==> src/hw/rtl/mbd_pkg.sv <==
// Package for the multichannel boxcar decimator.
// Holds payload structs, register indexes, field widths and the controller state type.
// No dependencies.
`default_nettype none

package mbd_pkg;

  localparam int SAMPLE_BITS      = 24;
  localparam int SUM_BITS         = 32;
  localparam int CH_BITS          = 6;
  localparam int DEF_MAX_CHANNELS = 64;
  localparam int FACTOR_BITS      = 9;
  localparam int CCOUNT_BITS      = 7;
  localparam int BSIZE_BITS       = 13;
  localparam int PHASE_BITS       = 8;
  localparam int BLOCK_BITS       = 12;
  localparam int CFG_IDX_BITS     = 2;
  localparam int CFG_DATA_BITS    = 13;

  localparam logic [CFG_IDX_BITS-1:0] REG_FACTOR   = 2'd0;
  localparam logic [CFG_IDX_BITS-1:0] REG_CHANNELS = 2'd1;
  localparam logic [CFG_IDX_BITS-1:0] REG_BLOCK    = 2'd2;

  typedef struct packed {
    logic signed [SAMPLE_BITS-1:0] sample;
    logic [CH_BITS-1:0]            channel;
    logic                          restart;
  } in_t;

  typedef struct packed {
    logic signed [SAMPLE_BITS-1:0] average;
    logic [CH_BITS-1:0]            out_channel;
    logic                          block_last;
  } out_t;

  typedef enum logic [1:0] {
    ST_IDLE,
    ST_CALC,
    ST_DIV,
    ST_LOAD
  } state_t;

endpackage

`default_nettype wire

==> src/hw/rtl/mbd_ram.sv <==
// Generic single-clock RAM: one write port, one read port, registered read data.
// No dependencies.
`default_nettype none

module mbd_ram #(
  parameter int WIDTH = 32,
  parameter int DEPTH = 64
) (
  input  wire logic                                  clk,
  input  wire logic                                  we,
  input  wire logic [(DEPTH > 1 ? $clog2(DEPTH) : 1)-1:0] waddr,
  input  wire logic [WIDTH-1:0]                      wdata,
  input  wire logic                                  re,
  input  wire logic [(DEPTH > 1 ? $clog2(DEPTH) : 1)-1:0] raddr,
  output logic      [WIDTH-1:0]                      rdata
);

  logic [WIDTH-1:0] mem [DEPTH];

  always_ff @(posedge clk) begin
    if (we) begin
      mem[waddr] <= wdata;
    end
    if (re) begin
      rdata <= mem[raddr];
    end
  end

endmodule

`default_nettype wire

==> src/hw/rtl/mbd_div.sv <==
// Restoring unsigned divider, one quotient bit per cycle.
// Depends on mbd_pkg for operand widths.
`default_nettype none

module mbd_div (
  input  wire logic                             clk,
  input  wire logic                             rst_n,
  input  wire logic                             start,
  input  wire logic [mbd_pkg::SUM_BITS-1:0]     dividend,
  input  wire logic [mbd_pkg::FACTOR_BITS-1:0]  divisor,
  output logic                                  done,
  output logic      [mbd_pkg::SUM_BITS-1:0]     quotient
);

  localparam int CW = $clog2(mbd_pkg::SUM_BITS);
  localparam logic [CW-1:0] LAST = CW'(mbd_pkg::SUM_BITS - 1);

  logic                              busy_r;
  logic [CW-1:0]                     cnt_r;
  logic [mbd_pkg::FACTOR_BITS-1:0]   rem_r;
  logic [mbd_pkg::FACTOR_BITS-1:0]   dsr_r;
  logic [mbd_pkg::SUM_BITS-1:0]      quo_r;
  logic [mbd_pkg::FACTOR_BITS:0]     rem_s;
  logic                              ge;
  logic [mbd_pkg::FACTOR_BITS:0]     rem_sub;

  always_comb begin
    rem_s   = {rem_r, quo_r[mbd_pkg::SUM_BITS-1]};
    ge      = rem_s >= {1'b0, dsr_r};
    rem_sub = rem_s - {1'b0, dsr_r};
  end

  always_ff @(posedge clk) begin
    if (!rst_n) begin
      busy_r <= 1'b0;
      cnt_r  <= '0;
    end else if (start) begin
      busy_r <= 1'b1;
      cnt_r  <= '0;
    end else if (busy_r) begin
      cnt_r <= cnt_r + 1'b1;
      if (cnt_r == LAST) begin
        busy_r <= 1'b0;
      end
    end
  end

  always_ff @(posedge clk) begin
    if (start) begin
      rem_r <= '0;
      dsr_r <= divisor;
      quo_r <= dividend;
    end else if (busy_r) begin
      rem_r <= ge ? rem_sub[mbd_pkg::FACTOR_BITS-1:0] : rem_s[mbd_pkg::FACTOR_BITS-1:0];
      quo_r <= {quo_r[mbd_pkg::SUM_BITS-2:0], ge};
    end
  end

  assign done     = busy_r && (cnt_r == LAST);
  assign quotient = quo_r;

endmodule

`default_nettype wire

==> src/hw/rtl/multichannel_boxcar_decimator_unit.sv <==
// Multichannel boxcar decimator: per-channel sums in a RAM, read-modify-write per transaction.
// Depends on mbd_pkg, mbd_ram and mbd_div.
// An accumulate-only sample goes IDLE, CALC, IDLE; a group-end sample also runs the
// 32-step serial divider in DIV, then waits in LOAD until the output register is free.
// Only IDLE takes samples; out-of-range ones are dropped. Reset (sync, active low) sets
// registers to 2, 1, 1, counters to 0, clears every valid bit: all sums then read as zero.
`default_nettype none

module multichannel_boxcar_decimator_unit #(
  parameter int MAX_CHANNELS = mbd_pkg::DEF_MAX_CHANNELS
) (
  input  wire logic                                clk,
  input  wire logic                                rst_n,
  input  wire logic                                in_valid,
  output logic                                     in_ready,
  input  wire mbd_pkg::in_t                        in_data,
  output logic                                     out_valid,
  input  wire logic                                out_ready,
  output mbd_pkg::out_t                            out_data,
  input  wire logic                                cfg_valid,
  output logic                                     cfg_ready,
  input  wire logic [mbd_pkg::CFG_IDX_BITS-1:0]    cfg_index,
  input  wire logic [mbd_pkg::CFG_DATA_BITS-1:0]   cfg_data
);

  localparam int CH_LIMIT = 2 ** mbd_pkg::CH_BITS;
  localparam int DEPTH    = (MAX_CHANNELS < CH_LIMIT) ? MAX_CHANNELS : CH_LIMIT;
  localparam int AW       = (DEPTH > 1) ? $clog2(DEPTH) : 1;
  localparam logic [mbd_pkg::CCOUNT_BITS-1:0] DEPTH_C = mbd_pkg::CCOUNT_BITS'(DEPTH);
  localparam logic [mbd_pkg::SUM_BITS-1:0] SUM_MAX = {1'b0, {(mbd_pkg::SUM_BITS-1){1'b1}}};
  localparam logic [mbd_pkg::SUM_BITS-1:0] SUM_MIN = {1'b1, {(mbd_pkg::SUM_BITS-1){1'b0}}};
  localparam logic [mbd_pkg::SUM_BITS-1:0] AVG_HI =
    mbd_pkg::SUM_BITS'((64'd1 << (mbd_pkg::SAMPLE_BITS - 1)) - 64'd1);
  localparam logic [mbd_pkg::SUM_BITS-1:0] AVG_LO_MAG =
    mbd_pkg::SUM_BITS'(64'd1 << (mbd_pkg::SAMPLE_BITS - 1));

  mbd_pkg::state_t state_r, state_nxt;

  logic [mbd_pkg::FACTOR_BITS-1:0] factor_r;
  logic [mbd_pkg::CCOUNT_BITS-1:0] chans_r;
  logic [mbd_pkg::BSIZE_BITS-1:0]  bsize_r;
  logic [mbd_pkg::FACTOR_BITS-1:0] factor_eff;
  logic [mbd_pkg::CCOUNT_BITS-1:0] chans_eff;
  logic [mbd_pkg::BSIZE_BITS-1:0]  bsize_eff;

  logic [mbd_pkg::PHASE_BITS-1:0]  phase_r;
  logic [mbd_pkg::BLOCK_BITS-1:0]  block_r;
  logic [DEPTH-1:0]                vld_r;
  mbd_pkg::in_t                    in_r;
  logic                            neg_r;
  logic                            blast_r;
  logic                            out_valid_r;
  mbd_pkg::out_t                   out_r;

  logic                            in_fire;
  logic                            in_range;
  logic [AW-1:0]                   addr;
  logic [mbd_pkg::SUM_BITS-1:0]    ram_rdata;
  logic [mbd_pkg::SUM_BITS-1:0]    sum_rd;
  logic [mbd_pkg::SUM_BITS:0]      acc_wide;
  logic [mbd_pkg::SUM_BITS-1:0]    acc;
  logic [mbd_pkg::SUM_BITS-1:0]    acc_mag;
  logic                            last_inst;
  logic                            last_ch;
  logic                            blk_end;
  logic                            ram_re;
  logic                            ram_we;
  logic [mbd_pkg::SUM_BITS-1:0]    ram_wdata;
  logic                            div_start;
  logic                            div_done;
  logic [mbd_pkg::SUM_BITS-1:0]    div_quo;
  logic                            out_free;
  logic                            out_load;
  logic [mbd_pkg::SAMPLE_BITS-1:0] avg;

  // configuration
  assign cfg_ready = 1'b1;

  always_ff @(posedge clk) begin
    if (!rst_n) begin
      factor_r <= mbd_pkg::FACTOR_BITS'(2);
      chans_r  <= mbd_pkg::CCOUNT_BITS'(1);
      bsize_r  <= mbd_pkg::BSIZE_BITS'(1);
    end else if (cfg_valid && cfg_ready) begin
      case (cfg_index)
        mbd_pkg::REG_FACTOR:   factor_r <= cfg_data[mbd_pkg::FACTOR_BITS-1:0];
        mbd_pkg::REG_CHANNELS: chans_r  <= cfg_data[mbd_pkg::CCOUNT_BITS-1:0];
        mbd_pkg::REG_BLOCK:    bsize_r  <= cfg_data;
        default: ;
      endcase
    end
  end

  always_comb begin
    if (factor_r < mbd_pkg::FACTOR_BITS'(2)) begin
      factor_eff = mbd_pkg::FACTOR_BITS'(2);
    end else if (factor_r > mbd_pkg::FACTOR_BITS'(256)) begin
      factor_eff = mbd_pkg::FACTOR_BITS'(256);
    end else begin
      factor_eff = factor_r;
    end
    if (chans_r == '0) begin
      chans_eff = mbd_pkg::CCOUNT_BITS'(1);
    end else if (chans_r > DEPTH_C) begin
      chans_eff = DEPTH_C;
    end else begin
      chans_eff = chans_r;
    end
    if (bsize_r == '0) begin
      bsize_eff = mbd_pkg::BSIZE_BITS'(1);
    end else if (bsize_r > mbd_pkg::BSIZE_BITS'(4096)) begin
      bsize_eff = mbd_pkg::BSIZE_BITS'(4096);
    end else begin
      bsize_eff = bsize_r;
    end
  end

  // input side
  assign in_ready = (state_r == mbd_pkg::ST_IDLE);
  assign in_fire  = in_valid && in_ready;
  assign in_range = {1'b0, in_data.channel} < chans_eff;
  assign addr     = in_r.channel[AW-1:0];

  always_ff @(posedge clk) begin
    if (in_fire) begin
      in_r <= in_data;
    end
  end

  // read-modify-write datapath
  always_comb begin
    sum_rd   = vld_r[addr] ? ram_rdata : '0;
    acc_wide = {sum_rd[mbd_pkg::SUM_BITS-1], sum_rd}
             + (mbd_pkg::SUM_BITS+1)'(in_r.sample);
    if (acc_wide[mbd_pkg::SUM_BITS] != acc_wide[mbd_pkg::SUM_BITS-1]) begin
      acc = acc_wide[mbd_pkg::SUM_BITS] ? SUM_MIN : SUM_MAX;
    end else begin
      acc = acc_wide[mbd_pkg::SUM_BITS-1:0];
    end
    acc_mag   = acc[mbd_pkg::SUM_BITS-1] ? (~acc + 1'b1) : acc;
    last_inst = {1'b0, phase_r} >= (factor_eff - 1'b1);
    last_ch   = {1'b0, in_r.channel} == (chans_eff - 1'b1);
    blk_end   = {1'b0, block_r} >= (bsize_eff - 1'b1);
  end

  // next state
  always_comb begin
    state_nxt = state_r;
    case (state_r)
      mbd_pkg::ST_IDLE: if (in_fire && in_range) state_nxt = mbd_pkg::ST_CALC;
      mbd_pkg::ST_CALC: state_nxt = last_inst ? mbd_pkg::ST_DIV : mbd_pkg::ST_IDLE;
      mbd_pkg::ST_DIV:  if (div_done) state_nxt = mbd_pkg::ST_LOAD;
      mbd_pkg::ST_LOAD: if (out_free) state_nxt = mbd_pkg::ST_IDLE;
      default:          state_nxt = mbd_pkg::ST_IDLE;
    endcase
  end

  // controller outputs
  always_comb begin
    ram_re    = 1'b0;
    ram_we    = 1'b0;
    div_start = 1'b0;
    out_load  = 1'b0;
    ram_wdata = last_inst ? '0 : acc;
    case (state_r)
      mbd_pkg::ST_IDLE: ram_re = in_fire && in_range;
      mbd_pkg::ST_CALC: begin
        ram_we    = 1'b1;
        div_start = last_inst;
      end
      mbd_pkg::ST_DIV:  ;
      mbd_pkg::ST_LOAD: out_load = out_free;
      default: ;
    endcase
  end

  always_ff @(posedge clk) begin
    if (!rst_n) begin
      state_r <= mbd_pkg::ST_IDLE;
    end else begin
      state_r <= state_nxt;
    end
  end

  // run state: valid bits and counters
  always_ff @(posedge clk) begin
    if (!rst_n) begin
      vld_r   <= '0;
      phase_r <= '0;
      block_r <= '0;
    end else if (in_fire && in_data.restart) begin
      vld_r   <= '0;
      phase_r <= '0;
      block_r <= '0;
    end else if (ram_we) begin
      vld_r[addr] <= 1'b1;
      if (last_ch) begin
        if (last_inst) begin
          phase_r <= '0;
          block_r <= blk_end ? '0 : block_r + 1'b1;
        end else begin
          phase_r <= phase_r + 1'b1;
        end
      end
    end
  end

  always_ff @(posedge clk) begin
    if (div_start) begin
      neg_r   <= acc[mbd_pkg::SUM_BITS-1];
      blast_r <= last_ch && blk_end;
    end
  end

  mbd_ram #(
    .WIDTH (mbd_pkg::SUM_BITS),
    .DEPTH (DEPTH)
  ) u_sums (
    .clk   (clk),
    .we    (ram_we),
    .waddr (addr),
    .wdata (ram_wdata),
    .re    (ram_re),
    .raddr (in_data.channel[AW-1:0]),
    .rdata (ram_rdata)
  );

  mbd_div u_div (
    .clk      (clk),
    .rst_n    (rst_n),
    .start    (div_start),
    .dividend (acc_mag),
    .divisor  (factor_eff),
    .done     (div_done),
    .quotient (div_quo)
  );

  // output register
  assign out_free = !out_valid_r || out_ready;

  always_comb begin
    if (neg_r) begin
      avg = (div_quo > AVG_LO_MAG) ? AVG_LO_MAG[mbd_pkg::SAMPLE_BITS-1:0]
                                   : (~div_quo[mbd_pkg::SAMPLE_BITS-1:0] + 1'b1);
    end else begin
      avg = (div_quo > AVG_HI) ? AVG_HI[mbd_pkg::SAMPLE_BITS-1:0]
                               : div_quo[mbd_pkg::SAMPLE_BITS-1:0];
    end
  end

  always_ff @(posedge clk) begin
    if (!rst_n) begin
      out_valid_r <= 1'b0;
    end else if (out_load) begin
      out_valid_r <= 1'b1;
    end else if (out_ready) begin
      out_valid_r <= 1'b0;
    end
  end

  always_ff @(posedge clk) begin
    if (out_load) begin
      out_r.average     <= avg;
      out_r.out_channel <= in_r.channel;
      out_r.block_last  <= blast_r;
    end
  end

  assign out_valid = out_valid_r;
  assign out_data  = out_r;

`ifndef NO_ASSERTIONS
  a_done_in_div: assert property (@(posedge clk) disable iff (!rst_n)
    div_done |-> state_r == mbd_pkg::ST_DIV)
    else $error("divider finished outside the divide state");

  a_accept_calc: assert property (@(posedge clk) disable iff (!rst_n)
    (in_fire && in_range) |=> state_r == mbd_pkg::ST_CALC)
    else $error("in-range transaction did not start a read-modify-write");

  a_restart_clear: assert property (@(posedge clk) disable iff (!rst_n)
    (in_fire && in_data.restart) |=> (vld_r == '0 && phase_r == '0 && block_r == '0))
    else $error("restart left run state behind");

  a_load_valid: assert property (@(posedge clk) disable iff (!rst_n)
    out_load |=> out_valid_r)
    else $error("result load lost");
`endif

endmodule

`default_nettype wire

==> config.mk <==
export PLATFORM = sky130hd
export DESIGN_NAME = multichannel_boxcar_decimator_unit
export DESIGN_NICKNAME = d
export VERILOG_FILES = /design/src/hw/rtl/mbd_pkg.sv /design/src/hw/rtl/mbd_ram.sv /design/src/hw/rtl/mbd_div.sv /design/src/hw/rtl/multichannel_boxcar_decimator_unit.sv
export SDC_FILE = /design/constraint.sdc
export NUM_CORES = 2
export LEC_CHECK = 0
export BUFFER_PORTS_ARGS = -buffer_cell sky130_fd_sc_hd__buf_2
export CELL_PAD_IN_SITES_DETAIL_PLACEMENT = 0
export CELL_PAD_IN_SITES_GLOBAL_PLACEMENT = 1
export CORE_MARGIN = 4
export CORE_UTILIZATION = 31
export CTS_CLUSTER_SIZE = 25
export DETAILED_ROUTE_END_ITERATION = 16
export GPL_TIMING_DRIVEN = 0
export PLACE_DENSITY_LB_ADDON = 0.2
export SLEW_MARGIN = 10
export SYNTH_ARGS = -nofsm -noshare
export SYNTH_HDL_FRONTEND = slang
export SYNTH_SLANG_ARGS = --single-unit
==> constraint.sdc <==
create_clock -name clk -period 10.38 [get_ports clk]
set_input_delay 2.076 -clock clk [delete_from_list [all_inputs] [get_ports clk]]
set_output_delay 2.076 -clock clk [all_outputs]
set_load 0.03 [all_outputs]
### After elaboration in Yosys (flattened, before gate mapping)

Memory sizes are Yosys's and may differ from the RTL's. A register that Yosys moved wholly into a read port is not among the register bits.
Index checks and enable logic that the tools add are counted.

* memories: 1
* memory bits (writable): 2048
* input bits: 51
* flip-flop bits (word level): 235

Memory list
* u_sums.mem: words 64, bits a word 32, rd ports 1, clocked after Yosys merged registers in 1, wr ports 1, RTL line mbd_ram.sv:18 `logic [WIDTH-1:0] mem [DEPTH];`

* muxes and demuxes: 39
* add/sub/neg operators: 10
* equal/unequal tests: 11
* reductions and logical operators: 22
* bitwise logic cells: 4
* order comparisons: 12

Operators with widths (count)
* 32-bit 2-to-1 mux: 7
* 24-bit 2-to-1 mux: 3
* 64-bit bitwise OR: 1
* 32-bit by 24-bit adder with 33-bit output: 1
* 32-bit by 1-bit adder with 32-bit output, second input constant: 1
* 32-bit by 23-bit greater-than comparator with 1-bit output, second input constant: 1
* 32-bit by 24-bit greater-than comparator with 1-bit output, second input constant: 1
* 32-bit NOT: 1
* 9-bit 2-to-1 mux: 3
* 13-bit 2-to-1 mux: 2
* 24-bit by 1-bit adder with 24-bit output, second input constant: 1
* 24-bit NOT: 1
* 7-bit 2-to-1 mux: 2
* 12-bit by 13-bit greater-or-equal comparator with 1-bit output: 1
* 13-bit greater-than comparator, second input constant: 1
* 13-bit logical NOT: 1
* 1-bit 2-to-1 mux: 13
* 13-bit by 1-bit subtractor with 13-bit output, second input constant: 1
* 12-bit by 1-bit adder with 12-bit output, second input constant: 1
* 12-bit 2-to-1 mux: 1
* 10-bit by 9-bit greater-or-equal comparator with 1-bit output: 1
* 8-bit by 9-bit greater-or-equal comparator with 1-bit output: 1
* 9-bit greater-than comparator, second input constant: 1
* 9-bit by 2-bit less-than comparator with 1-bit output, second input constant: 1
* other kinds (31): 50

### Depth between registers and ports, before layout

* word-level depth: 10
* gate-level depth with buffers: 34
* depth with buffers taken out: 26

### Modules after synthesis

From an unflattened synthesis, not the netlist that was laid out.

* cell total of the unflattened synthesis: 4993
* area total of the unflattened synthesis: 93601.0 µm²

By module, submodules not included
* mbd_ram: cells each 3324, instances 1, area an instance 78835.6 µm²
* multichannel_boxcar_decimator_unit: cells each 1462, instances 1, area an instance 12077.8 µm²
* mbd_div: cells each 207, instances 1, area an instance 2687.6 µm²

### Least setup slack after synthesis

No wires, ideal clock.

* path type: register to register
* from: register in_r, in the netlist addr[0]
* to: memory u_sums.mem[0][3], data pin
* cell stages (with the launch flop): 25
* period minus slack after synthesis: 9.228 ns
* setup slack: 1.152 ns
* required time: 9.659 ns
* data arrival time: 8.506 ns
* path through: edfxtp_1 > clkbuf_1 > buf_1 > mux4_2 > mux2i_1 > o22ai_1 > nor4_1 > clkbuf_1 > nor2b_1 > ha_1 > clkbuf_2 > a21oi_1 > a21oi_1 > o211ai_1 > nor2b_1 > o311a_1 > a211oi_1 > xnor2_1 > ha_1 > clkbuf_1 > clkbuf_1 > clkbuf_1 > clkbuf_1 > clkbuf_1 > a211oi_1

* longest elaborated chain between the ends: 7
* elaborated cells between the ends (all ways): 8
* classes of those cells: 1 x add/sub; 1 x eq/ne; 6 x mux

Ends and longest elaborated chain
* start, declared: RTL line multichannel_boxcar_decimator_unit.sv:49 `mbd_pkg::in_t in_r;`
* start signal, assigned: RTL line multichannel_boxcar_decimator_unit.sv:126 `in_r <= in_data;`
* 1-bit binary-select mux with 6-bit select (*): RTL line multichannel_boxcar_decimator_unit.sv:132 `sum_rd = vld_r[addr] ? ram_rdata : '0;`
* 1-bit 2-to-1 mux (not written as such) (*): RTL line multichannel_boxcar_decimator_unit.sv:132
* 32-bit 2-to-1 mux (*): RTL line multichannel_boxcar_decimator_unit.sv:132
* 32-bit by 24-bit adder with 33-bit output (*): RTL line multichannel_boxcar_decimator_unit.sv:134 `+ (mbd_pkg::SUM_BITS+1)'(in_r.sample);`
* 32-bit 2-to-1 mux / 1-bit inequality test (equally long branches): RTL line multichannel_boxcar_decimator_unit.sv:136, multichannel_boxcar_decimator_unit.sv:135
* 32-bit 2-to-1 mux (*): RTL line multichannel_boxcar_decimator_unit.sv:135 `if (acc_wide[mbd_pkg::SUM_BITS] != acc_wide[mbd_pkg::SUM_BITS-1]) begin`
* 32-bit 2-to-1 mux (*): RTL line multichannel_boxcar_decimator_unit.sv:164 `ram_wdata = last_inst ? '0 : acc;`
* net ram_wdata, one bit: RTL line multichannel_boxcar_decimator_unit.sv:68 `logic [mbd_pkg::SUM_BITS-1:0] ram_wdata;`
* end, declared: RTL line mbd_ram.sv:18

The timed path passes the listed nets; every way through them passes the cells marked *. The select of a mux whose other input is x is not followed.

### Worst setup path after layout

* from: register in_r, in the netlist addr[0]
* to: register u_div.quo_r, in the netlist u_div.quotient[24], data pin

* longest elaborated chain between the ends: 10
* elaborated cells between the ends (all ways): 11
* classes of those cells: 2 x add/sub; 1 x eq/ne; 7 x mux; 1 x bitwise

Ends and longest elaborated chain
* 1-bit binary-select mux with 6-bit select (*): RTL line multichannel_boxcar_decimator_unit.sv:132
* 1-bit 2-to-1 mux (not written as such) (*): RTL line multichannel_boxcar_decimator_unit.sv:132
* 32-bit 2-to-1 mux (*): RTL line multichannel_boxcar_decimator_unit.sv:132
* 32-bit by 24-bit adder with 33-bit output (*): RTL line multichannel_boxcar_decimator_unit.sv:134
* 32-bit 2-to-1 mux / 1-bit inequality test (equally long branches): RTL line multichannel_boxcar_decimator_unit.sv:136, multichannel_boxcar_decimator_unit.sv:135
* 32-bit 2-to-1 mux (*): RTL line multichannel_boxcar_decimator_unit.sv:135
* 32-bit NOT: RTL line multichannel_boxcar_decimator_unit.sv:140 `acc_mag = acc[mbd_pkg::SUM_BITS-1] ? (~acc + 1'b1) : acc;`
* 32-bit by 1-bit adder with 32-bit output: RTL line multichannel_boxcar_decimator_unit.sv:140
* 32-bit 2-to-1 mux (*): RTL line multichannel_boxcar_decimator_unit.sv:140
* 32-bit 2-to-1 mux (*): RTL line mbd_div.sv:49 `if (start) begin`
* end signal, assigned: RTL line mbd_div.sv:52 `quo_r <= dividend;`
* end signal, assigned: RTL line mbd_div.sv:55 `quo_r <= {quo_r[mbd_pkg::SUM_BITS-2:0], ge};`
* end, declared: RTL line mbd_div.sv:22 `logic [mbd_pkg::SUM_BITS-1:0] quo_r;`

Every way passes the cells marked *; elsewhere a longest branch is shown, timed or not. The select of a mux whose other input is x is not followed.
A chain may end at the register's enable or synchronous reset.

==> results.toml <==
[yosys]
yosys_warnings = 0
syn_inst = 4760
synth_area_leader_cell = "edfxtp_1"
synth-async-reset-ratio_pct = 0
synth.distinct_cells = 84
syn-num-nets = 4889
synth_top_area_share_pct = 70.2
netlist_area_um2 = 93400
synth_seq_cells = 2315
synth_edf_count = 2184
avgSynthCellArea_um2 = 19.6
yosysSeqAreaShare_pct = 73.0
synth_area_leaders = "edfxtp_1 (70%), mux4_2 (16%), dfxtp_1 (2.8%)"
synth_top_flop_cell = "edfxtp_1"

[finish]
area_growth_pct = 19.5
fin_area_um2 = 112000
layout.nets = 5404
final_cells = 9433
layout_commonest_cell = "edfxtp_1"
drive_gt1_share_pct = 26.9
layout_common_cells = "edfxtp_1 (2184), mux4_2 (668), clkbuf_16 (272)"

[timing]
fmax_mhz = 101
fin_crit_sh_pct = 95.8
hold_viol_final = 0
drv_slew = 0
timing.setup.tns_ns = 0
rsz0062_at_grt = "no"
setup-violations-final = 0
fin_crit_ns = 9.95
max_slew.worst_pin.slew_ns = 1.27
finClkSkew_ns = 0.0838
slew_headroom_pct = 15.6

[grt]
grt_max_degree = 45
grt_pass1_wl_um = 396000
antenna_found_initial = 20
grt_pass1_vias = 49810
grt_usage_pct = 18.0
grt_overflow = 0

[hold_path]
min_path_type = "reg -> reg"

[drt]
drtIter0Drc = 5009
vias = 49101
routed_via_density = 5.21
drc_errors = 0
first_pass_iters = 6
routedWlPerCell_um = 30.0
antenna_left = 0
totalWireLength_um = 283000

[critical_path]
start_kind = "register"
crit_path_top_delay_cell = "mux4_2"
crit_fanout = 10
worstPathArrival_ns = 10.48
crit_path_end_kind = "register"
cp.required_ns = 10.91
path_delay_family = "buffers and inverters"
path_class = "reg -> reg"
critPathMaxStageDelay_ns = 0.55
worst-path-buf-inv = 10

[floorplan]
die_y_um = 557
start_util_pct = 31.2
die-area_um2 = 310000
dieWidth_um = 557
row_count = 201
ios = 85
core_area_um2 = 300000

[run]
maxCapViolations = 0

[clock_tree]
postCtsHoldBufs = 0
cts_root_buffer = "clkbuf_16"
htree_levels = 5
cts.reportedPaths.clkPinSlew_ns = 0.06
numCtsBuffers = 268
cts.sinks = 2315
cts_tree = "yes"
clk_path_buf_depth = 4
clk_latency_ns = 0.87

[outcome]
status = "finished clean"

[placed_design]
dp_hpwl_um = 198000
gp_congestion = 0.832
place_area_um2 = 103000
io_buffers = 82
dp_cells = 8963

[power_and_ir_drop]
p_per_area_nw_per_um2 = 202
ir_drop_mv = 0.108
power.leakage_nw = 35.2
finalPower_mw = 22.5
## logic make-up (layout without fill, tap and decap cells)
family	Yosys count	in the layout	share of synthesized area, %
xor gates and xnor gates	71	71	0.666
buffers and inverters	304	1013	1.24
AOI/OAI and AO/OA	406	406	2.87
muxes	733	733	16.8
adders and majority gates	78	78	1.06
other	1	7	0.00401
DFF	2315	2315	73.0
and+or+nand+nor	852	852	4.31
## per-stage QoR
stage | hold WS (ns) | worst slack, ns | utilization, %
global route | 0.438 | 0.0195 | 37.2
floorplan | 0.400 | 1.15 | -
detailed placement | 0.413 | -2.33 | 34.4
finish | 0.425 | 0.431 | 37.2
CTS | 0.425 | 0.0312 | 37.2
global placement | 0.407 | -7.85 | 32.9
## sequential cells by signal, indices dropped and copies added (netlist names), 9 cells and up, named ones only
name and flops:
vld_r 64, u_div.quotient 32, u_div.dsr_r 9, block_r 12
out_data 31, u_div.rem_r 9, in_r 24, factor_r 9
bsize_r 13, u_sums.mem 2048, u_sums.rdata 32
## final cells by class
class / instances / area [µm²]
Antenna cell: 6 / 15.0
Buffer: 248 / 1010
Clock buffer: 331 / 7110
Clock inverter: 133 / 1230
Fill cell: 27517 / 188000
Inverter: 50 / 188
Multi-Input combinational cell: 2141 / 24800
Sequential cell: 2315 / 68200
Tap cell: 3958 / 4950
Timing Repair Buffer: 251 / 4140
## power breakdown
part / internal (mW) / leakage, nW / switching (mW) / total, mW
Clock: 5.34 / 4.08 / 3.75 / 9.09
Sequential: 10.9 / 20.8 / 0.0440 / 11.0
Combinational: 0.749 / 10.3 / 1.74 / 2.49
## cells in the mapped netlist, types with 5 or more instances
| cell | count |
|---|---|
| edfxtp_1 | 2184 |
| mux4_2 | 668 |
| nor2_1 | 332 |
| nand2_1 | 198 |
| clkbuf_1 | 187 |
| dfxtp_1 | 131 |
| o21ai_0 | 103 |
| a21oi_1 | 83 |
| ha_1 | 76 |
| nor2b_1 | 70 |
| buf_1 | 62 |
| nor3_1 | 53 |
| inv_1 | 48 |
| mux2i_1 | 46 |
| xnor2_1 | 44 |
| nand3_1 | 32 |
| nand4_1 | 31 |
| a211oi_1 | 27 |
| xor2_1 | 27 |
| nand2b_1 | 26 |
| a21o_1 | 23 |
| mux2_2 | 19 |
| a21boi_0 | 18 |
| or3_1 | 17 |
| and2_1 | 15 |
| o211ai_1 | 14 |
| and3_1 | 12 |
| nor3b_1 | 12 |
| nor4_1 | 12 |
| o31ai_1 | 12 |
| a31oi_1 | 11 |
| o21a_1 | 11 |
| nand3b_1 | 10 |
| o311ai_1 | 10 |
| o41ai_1 | 10 |
| o21bai_1 | 8 |
| o22ai_1 | 7 |
| o311ai_0 | 7 |
| or2_2 | 7 |
| a221oi_1 | 6 |
| o21ai_1 | 5 |
## worst paths after layout
path                                            to  slack (ns)  cells after the start    start
worst min register to register         out_data[0]        0.43                      0  blast_r
worst max-delay path            u_div.quotient[24]        0.43                     33  addr[0]
worst max register to register  u_div.quotient[24]        0.43                     33  addr[0]
worst min-delay path                   out_data[0]        0.43                      0  blast_r
## layer usage
layer  routed length, µm  up-vias  global-route usage (%)
met4                7360        8                    4.33
li1                    -    20646                       -
met1              129000    26699                    26.1
met5                  49        -                       0
met3               14400      364                    2.65
met2              132000     1384                    28.6
## what timing repair did
action | in CTS | in global routing
gates cloned | 0 | 0
resized for setup | 20 | 7
pin swaps | 0 | 1
endpoints found under the setup margin | 1974 | 30
buffers inserted | 3 | 3
endpoints found under the hold margin | 0 | 0
No activity file was read; power rests on OpenSTA's default activity.
